<file path="config.mk">
export PLATFORM = sky130hd
export DESIGN_NAME = ohg_mul
export DESIGN_NICKNAME = d
export VERILOG_FILES = /design/src/hdl/ohg_pkg.sv /design/src/hdl/ohg_mul.sv
export VERILOG_INCLUDE_DIRS = /design/src /design/src/hdl
export SDC_FILE = /design/constraint.sdc
export NUM_CORES = 2
export LEC_CHECK = 0
export BUFFER_PORTS_ARGS = -buffer_cell sky130_fd_sc_hd__buf_2
export CAP_MARGIN = 40
export CORE_ASPECT_RATIO = 1.75
export CORE_MARGIN = 3
export CORE_UTILIZATION = 40
export CTS_CLUSTER_DIAMETER = 80
export DETAILED_ROUTE_END_ITERATION = 8
export PLACE_DENSITY_LB_ADDON = 0.12
export SLEW_MARGIN = 10
export SYNTH_ARGS = -nofsm -noshare
export SYNTH_HDL_FRONTEND = slang
export SYNTH_SLANG_ARGS = --single-unit
</file>
<file path="constraint.sdc">
create_clock -name clk -period 11.2 [get_ports clk]
set_input_delay 2.24 -clock clk [delete_from_list [all_inputs] [get_ports clk]]
set_output_delay 2.24 -clock clk [all_outputs]
set_load 0.1 [all_outputs]
</file>
<file path="src/hdl/assert_macros.svh">
// assertion helper macros
`ifndef ASSERT_MACROS_SVH
`define ASSERT_MACROS_SVH

// assert a property on every clock edge outside reset
`define ASSERT_CLK(label, clk, rst, prop, msg) \
  label: assert property (@(posedge clk) disable iff (rst) (prop)) else $error(msg);

// assert a property, reset included
`define ASSERT_ALWAYS(label, clk, prop, msg) \
  label: assert property (@(posedge clk) (prop)) else $error(msg);

`endif

</file>
<file path="src/hdl/ohg_pkg.sv">
// ----------------------------------------------------------------------------
// ohg_pkg
// shared types and constants of the orientation hinge gradient engine
// ----------------------------------------------------------------------------
package ohg_pkg;

  localparam int MAX_POINTS = 128;
  localparam int IDX_W      = $clog2(MAX_POINTS);

  localparam logic [1:0] CMD_LOAD  = 2'd0;
  localparam logic [1:0] CMD_APPLY = 2'd1;
  localparam logic [1:0] CMD_READ  = 2'd2;
  localparam logic [1:0] CMD_CLEAR = 2'd3;

  localparam logic [0:0] REG_MARGIN = 1'b0;
  localparam logic [0:0] REG_COUNT  = 1'b1;

  localparam logic [40:0] MARGIN_RESET = 41'd1099512;
  localparam logic [7:0]  COUNT_RESET  = 8'd128;

  localparam logic signed [63:0] S64_MAX = 64'sh7FFF_FFFF_FFFF_FFFF;
  localparam logic signed [63:0] S64_MIN = 64'sh8000_0000_0000_0000;

  // multiplier request: signed operands, shift select
  typedef enum logic [1:0] {SH_20, SH_30, SH_40} shift_t;

  typedef struct packed {
    logic                start;
    logic signed [63:0]  op_a;
    logic signed [63:0]  op_b;
    shift_t              sh;
  } mul_req_t;

  typedef struct packed {
    logic                done;
    logic signed [63:0]  result;
  } mul_rsp_t;

  function automatic logic signed [63:0] sat_add(input logic signed [63:0] a,
                                                 input logic signed [63:0] b);
    logic signed [64:0] s;
    s = {a[63], a} + {b[63], b};
    if (s[64] != s[63]) sat_add = s[64] ? S64_MIN : S64_MAX;
    else sat_add = s[63:0];
  endfunction

endpackage

</file>
<file path="src/hdl/ohg_mul.sv">
// ----------------------------------------------------------------------------
// ohg_mul
// shared signed multiplier, 32x32 partial products over several cycles,
// rounding half away from zero and saturating to signed 64 bits
// ----------------------------------------------------------------------------
module ohg_mul (
  input  logic             clk,
  input  logic             rst,
  input  ohg_pkg::mul_req_t req,
  output ohg_pkg::mul_rsp_t rsp
);
  import ohg_pkg::*;

  typedef enum logic [2:0] {S_IDLE, S_P0, S_P1, S_P2, S_P3, S_FIN} st_t;

  st_t          st;
  logic         neg;
  logic [63:0]  ua;
  logic [63:0]  ub;
  logic [127:0] acc;
  shift_t       sh;
  logic [31:0]  pa;
  logic [31:0]  pb;
  logic [63:0]  prod;
  logic [127:0] rounded;
  logic [127:0] q;
  logic [63:0]  lim;
  logic [63:0]  mag_q;
  logic [63:0]  res;

  always_comb begin
    unique case (st)
      S_P0:    begin pa = ua[31:0];  pb = ub[31:0];  end
      S_P1:    begin pa = ua[31:0];  pb = ub[63:32]; end
      S_P2:    begin pa = ua[63:32]; pb = ub[31:0];  end
      default: begin pa = ua[63:32]; pb = ub[63:32]; end
    endcase
    prod = {32'd0, pa} * {32'd0, pb};
  end

  always_comb begin
    case (sh)
      SH_20:   begin rounded = acc + (128'd1 << 19); q = rounded >> 20; end
      SH_30:   begin rounded = acc + (128'd1 << 29); q = rounded >> 30; end
      default: begin rounded = acc + (128'd1 << 39); q = rounded >> 40; end
    endcase
    lim = neg ? 64'h8000_0000_0000_0000 : 64'h7FFF_FFFF_FFFF_FFFF;
    mag_q = (q[127:64] != 64'd0 || q[63:0] > lim) ? lim : q[63:0];
    res = neg ? (64'd0 - mag_q) : mag_q;
  end

  always_ff @(posedge clk) begin
    if (rst) begin
      st <= S_IDLE;
      rsp.done <= 1'b0;
    end else begin
      rsp.done <= 1'b0;
      unique case (st)
        S_IDLE: if (req.start) begin
          neg <= req.op_a[63] != req.op_b[63];
          ua  <= req.op_a[63] ? 64'd0 - req.op_a : req.op_a;
          ub  <= req.op_b[63] ? 64'd0 - req.op_b : req.op_b;
          sh  <= req.sh;
          acc <= 128'd0;
          st  <= S_P0;
        end
        S_P0: begin acc <= acc + {64'd0, prod}; st <= S_P1; end
        S_P1: begin acc <= acc + {32'd0, prod, 32'd0}; st <= S_P2; end
        S_P2: begin acc <= acc + {32'd0, prod, 32'd0}; st <= S_P3; end
        S_P3: begin acc <= acc + {prod, 64'd0}; st <= S_FIN; end
        S_FIN: begin
          rsp.result <= res;
          rsp.done <= 1'b1;
          st <= S_IDLE;
        end
        default: st <= S_IDLE;
      endcase
    end
  end

  `include "assert_macros.svh"
  `ASSERT_CLK(a_done_after_fin, clk, rst, (st == S_FIN) |=> rsp.done, "mul done missing")
  `ASSERT_CLK(a_no_start_busy, clk, rst, rsp.done |-> $past(st == S_FIN), "stray mul done")
endmodule

</file>
Word level (Yosys, flattened, before mapping)
Index checks and enable logic that the tools add are counted.
{"block": "totals", "n_memories": 0, "mem_bits_ro": 0, "in_bits": 133, "latchBits": 0, "ramBits": 0, "reg_bits": 327}
{"block": "classes", "n_div": 0, "reduce_logical": 11, "add_sub_neg": 9, "n_eq_ne": 8, "n_shift": 0, "magnitude_cmp": 1, "n_mux": 13, "multipliers": 1, "bitwise": 1}
{"op": "$pmux 128 s4", "n": 1}
{"op": "$pmux 108 s2", "n": 1}
{"op": "$mux 64", "n": 3}
{"op": "$sub 1x64->64 const A", "n": 3}
{"op": "$add 128x128->128", "n": 1}
{"op": "$add 128x20->128 const B", "n": 1}
{"op": "$add 128x30->128 const B", "n": 1}
{"op": "$add 128x40->128 const B", "n": 1}
{"op": "$add 128x64->128", "n": 1}
{"op": "$add 128x96->128", "n": 1}
{"op": "$mux 128", "n": 1}
{"op": "$mux 63", "n": 2}
{"op": "$mux 65", "n": 1}
{"op": "$gt 64x64->1", "n": 1}
{"op": "$mul 32x32->64", "n": 1}
{"op": "$mux 32", "n": 2}
{"op": "$reduce_bool 64->1", "n": 1}
{"op": "$pmux 3 s5", "n": 1}
{"op": "$eq 3x2->1 const B", "n": 2}
{"op": "$eq 3x3->1 const B", "n": 2}
{"op": "$reduce_and 3->1", "n": 2}
{"op": "$reduce_or 2->1", "n": 3}
{"op": "$reduce_bool 4->1", "n": 1}
{"op": "$eq 3x1->1 const B", "n": 1}
{"op": "other kinds (9)", "n": 9}

Logic depth before layout (Yosys ltp)
{"block": "depth", "depth_word": 8, "ltp_mapped": 51}

Least setup slack after synthesis
Ideal clock, no wire load.
{"block": "synth_timing", "path_type": "reg-to-reg", "start": "reg st[0]", "end": "reg acc[88], data pin", "path_slack_ns": -0.921, "required_time_ns": 10.931, "path_stages_with_launch": 50, "t_arrival_ns": 11.852, "path_cell_list": "dfxtp_1 xnor2_1 nor2_1 clkbuf_1 clkbuf_1 mux2i_1 clkbuf_1 nor2_1 fa_1 fa_1 fa_1 inv_1 fa_1 inv_1 fa_1 fa_1 fa_1 inv_1 [... 14 more ...] xnor2_1 ha_1 clkbuf_1 nand4_1 nor2_1 o21a_1 a311oi_1 o211ai_1 o211ai_1 nand3b_1 o211a_1 a21oi_1 clkbuf_1 buf_1 nor2_1 xor2_1 a22oi_1 o21ai_0"}
{"block": "synth_via", "elab_chain_cells": 6, "elab_cells_between_ends": 15}
{"item": "start, declared", "line_no": "ohg_mul.sv:16", "source": "st_t st;"}
{"item": "start signal, assigned", "line_no": "ohg_mul.sv:54", "source": "st <= S_IDLE;"}
{"item": "start signal, assigned", "line_no": "ohg_mul.sv:65", "source": "st <= S_P0;"}
{"item": "start signal, assigned", "line_no": "ohg_mul.sv:67", "source": "S_P0: begin acc <= acc + {64'd0, prod}; st <= S_P1; end"}
{"item": "$eq 3x2->1 / $eq 3x1->1 (equally long branches)", "line_no": "ohg_mul.sv:32, ohg_mul.sv:58"}
{"item": "$reduce_or 2->1 (no source line)"}
{"item": "$mux 32", "line_no": "ohg_mul.sv:32", "source": "unique case (st)"}
{"item": "$mul 32x32->64", "line_no": "ohg_mul.sv:38", "source": "prod = {32'd0, pa} * {32'd0, pb};"}
{"item": "$add 128x128->128 (tied with other cells)", "line_no": "ohg_mul.sv:70", "source": "S_P3: begin acc <= acc + {prod, 64'd0}; st <= S_FIN; end"}
{"item": "$pmux 128 s4 (*)", "line_no": "ohg_mul.sv:58", "source": "unique case (st)"}
{"item": "end signal, assigned", "line_no": "ohg_mul.sv:64", "source": "acc <= 128'd0;"}
{"item": "end signal, assigned", "line_no": "ohg_mul.sv:69", "source": "S_P2: begin acc <= acc + {32'd0, prod, 32'd0}; st <= S_P3; end"}
{"item": "end signal, assigned", "line_no": "ohg_mul.sv:70"}
{"item": "end, declared", "line_no": "ohg_mul.sv:20", "source": "logic [127:0] acc;"}
Every way passes the cells marked *; elsewhere a longest branch is shown, timed or not.
A chain may end at the register's enable or synchronous reset.

Worst setup path in the final report
{"block": "layout_timing", "start": "reg st[0]", "end": "reg acc[98], data pin"}
The elaborated chain is that of the path after synthesis.

==> impl_results.md <==
- Pre-CTS setup slack: -2.38 ns
- Hold Slack: about 0.60 ns
- CTS H-tree depth: 2
- DRT antenna net count: 0
- Layout Nets: between 10,000 and 15,000
- Commonest non-fill, non-tap cells in the layout: buf_4, inv_1, nor2_1
- Die width: 324 um
- Synth Flop Type: edfxtp_1
- Critical path peak fanout: 21
- Synthesized net count: 9,994
- Largest stage delay, worst path: 0.63 ns
- Endpoints failing setup: 73
- 1st-pass router iterations: 5
- Synthesized instance count: 8,429
- Hold Path Depth: 2
- Routed wire length: 379 mm
- First-pass GRT wire length: 535 mm
- Slew Limit Fails: 0
- Largest area contributor in the netlist: fa_1
- Ratio of cells with drive above 1 in the final layout: 0.254
- Status: finished, violations left
- Root Driver: clkbuf_16
- Setup Skew: 0.0735 ns
- Failing checks: setup timing
- Worst hold path type: flip-flop to flip-flop
- Via Count: 72,255
- Hold Buf Count CTS: 0
- Core ar.: ~180,000 um2
- Worst flop-to-flop path startpoint: st[0]$_SDFFE_PP0N_
- Number of buffers inserted by port buffering: 197
- Number of global-route vias before repair: 75,969
- Pin count of the biggest net entering global routing: just over 80
- Seq/Total Area, Yosys: 0.138
- Die area: around 180,000 um2
- RSZ-0062 raised after global routing: yes
- GR Overflow Total: 0
- HPWL after DPL: 315 mm
- Worst setup margin: -1.01 ns
- Synth area leaders: fa_1, edfxtp_1, ha_1
- P&R area growth vs syn: 29.6%
- Top-level port count: 198
- Cells on worst reg2reg path: 48
- Critical Path Start Type: flip-flop
- Tcrit/Tclk final: 1.09
- Fill count: around 17,000
- Post-Syn Area: 70,800 um2
- Crit path arrival time: roughly 13 ns
- CTS tree: built
- Synth async-reset ratio: 0
- Gp weighted congestion: 1.08
- Clock sinks: ~330
- Initial DRC count: 5,277
- Synth warn: 0
- Hold path startpoint: st[0]$_SDFFE_PP0N_
- Most common cell after layout, fill and taps aside: buf_4
- Cell variety after synth: 96
- Slew margin rel.: 0.254
- Core Rows: 203
- FMAX: 81.9 MHz
- Vert. Die Dim: around 560 um
- CTS Buf Count: 42
- Post-synth top area share: 0.254
- Remaining DRCs: 0
- Worst-Margin Slew: 1.12 ns
- Worst skew pair latency: ~0.70 ns
- Number of synthesized flops with an enable pin: roughly 320
- Worst min-delay path endpoint: st[1]$_SDFFE_PP0N_
- CTS Buffer Depth: 3
- Seq. cell area: 9780 um2
- Initial core utilization: 0.404
- Nature of the critical path endpoint: flip-flop
- FF-to-FF End: acc[98]$_DFFE_PP_
- Required @ worst endpoint: 11.66 ns
- Syn avg cell area: 8.40 um2
- Post-DR wirelength/cell: just over 30 um
- Crit Path Class: flip-flop to flip-flop
- Clk pin slew, worst setup/hold paths: 0.06 ns
- Fin crit period: 12.21 ns
- Vias/cell: 5.91
- Critical Path Start: st[0]$_SDFFE_PP0N_
- Yosys reg bits: approximately 330
- Antenna violations before repair: 20
- CP max stage cell: fa_1
- Hold Vio Cnt, Final: 0
- GRT Overall Usage: 0.413
- Area of the multi-input gates: between 50,000 and 60,000 um2
- Max-Cap Viols: 0
- Reg-to-reg setup timing slack: -1.01 ns
## per-stage QoR
step / cell area, um2 / util / setup TNS (ns) / std cells
after global routing: 91800 / 0.523 / -78.90 / 12208
after detailed placement: 85200 / 0.485 / -156.29 / 11952
after floorplan: 71000 / - / 0 / 8429
after CTS: 89200 / 0.508 / -49.61 / 12114
final: 91800 / 0.523 / -55.10 / 12218
after global placement: 84700 / 0.483 / -164.78 / 11912
## how the worst max path moves through the flow
stage | endpoint | slack (ns) | cells after the start
after floorplan | acc[122]$_DFFE_PP_ | 0.00004 | 45
after global placement | acc[106]$_DFFE_PP_ | -2.45 | 56
after detailed placement | acc[106]$_DFFE_PP_ | -2.38 | 50
after CTS | acc[122]$_DFFE_PP_ | -0.97 | 54
after global routing | acc[96]$_DFFE_PP_ | -1.35 | 52
final | acc[98]$_DFFE_PP_ | -1.01 | 48
## worst max-delay path, delay by kind of cell, from the launching register on
family	cells	cell delay [ns]
fa+ha+maj	10	4.81
xor+xnor	1	0.11
simple gates	7	1.17
mux	1	0.35
flops	1	0.36
compound gates	13	2.78
buf+inv	16	2.34
## cell type report
cell class              instances  share of cell area
diodes                         18            0.000491
multi-input cells            6616               0.640
flip-flops and latches        327               0.107
clock buffers                  47              0.0117
clock inverters                26             0.00312
repair buffers               1801               0.164
well taps                    2357              0.0321
inverters                    1026              0.0420
## repair_timing
action                     CTS  global route
pin swaps                  123           212
setup endpoints to repair   93            94
cloned                       5             2
resized for setup          355           417
setup buffers               87            79
## layer usage
layer  global-route usage  wire [um]  share of wire  vias to the layer above
met2                0.715     186000           0.49                     3350
met1                0.377     113000           0.30                    35647
met3               0.0702      21200          0.056                     1713
met4                0.491      58300           0.15                       12
met5                    0         80        0.00021                        -
li1                     -          -              -                    31533
## sequential cells by signal, summed over array words and instances, names as in the netlist
signal,cells
acc,128
neg,1
rsp,65
sh,2
st,3
ua,64
ub,64
## cells by family (layout without fill, tap and decap cells)
logic type,Yosys count,in the layout,share of synthesized area
XOR/XNOR,590,590,0.0730
other,0,18,0
AND/OR/NAND/NOR,2925,2925,0.196
adder cells (fa/ha/maj),1432,1432,0.348
buffers and inverters,1486,2900,0.0805
AO/OA/AOI/OAI,1503,1503,0.139
flip-flops,327,327,0.138
multiplexers,166,166,0.0246
## cells in the mapped netlist, types with 39 or more instances
library cell and count:
nor4_1 123, and2_1 39, and3_1 53, clkbuf_1 356, o31ai_1 62, mux2i_1 99
edfxtp_1 323, nor2_1 933, fa_1 899, nand4_1 190, o21a_1 59, ha_1 533
a21oi_1 358, a21o_1 189, or3_1 85, nor3_1 206, mux2_2 67, or4_1 63
nand3_1 181, xnor2_1 415, buf_2 58, o21ai_0 331, nand2_1 817, xor2_1 175
nand2b_1 53, a211oi_1 39, a31oi_1 50, inv_1 1024, o21bai_1 42
Power is left out: the tool's default activity adds up to more than one toggle a clock period on the data nets, which glitch-free logic cannot reach.
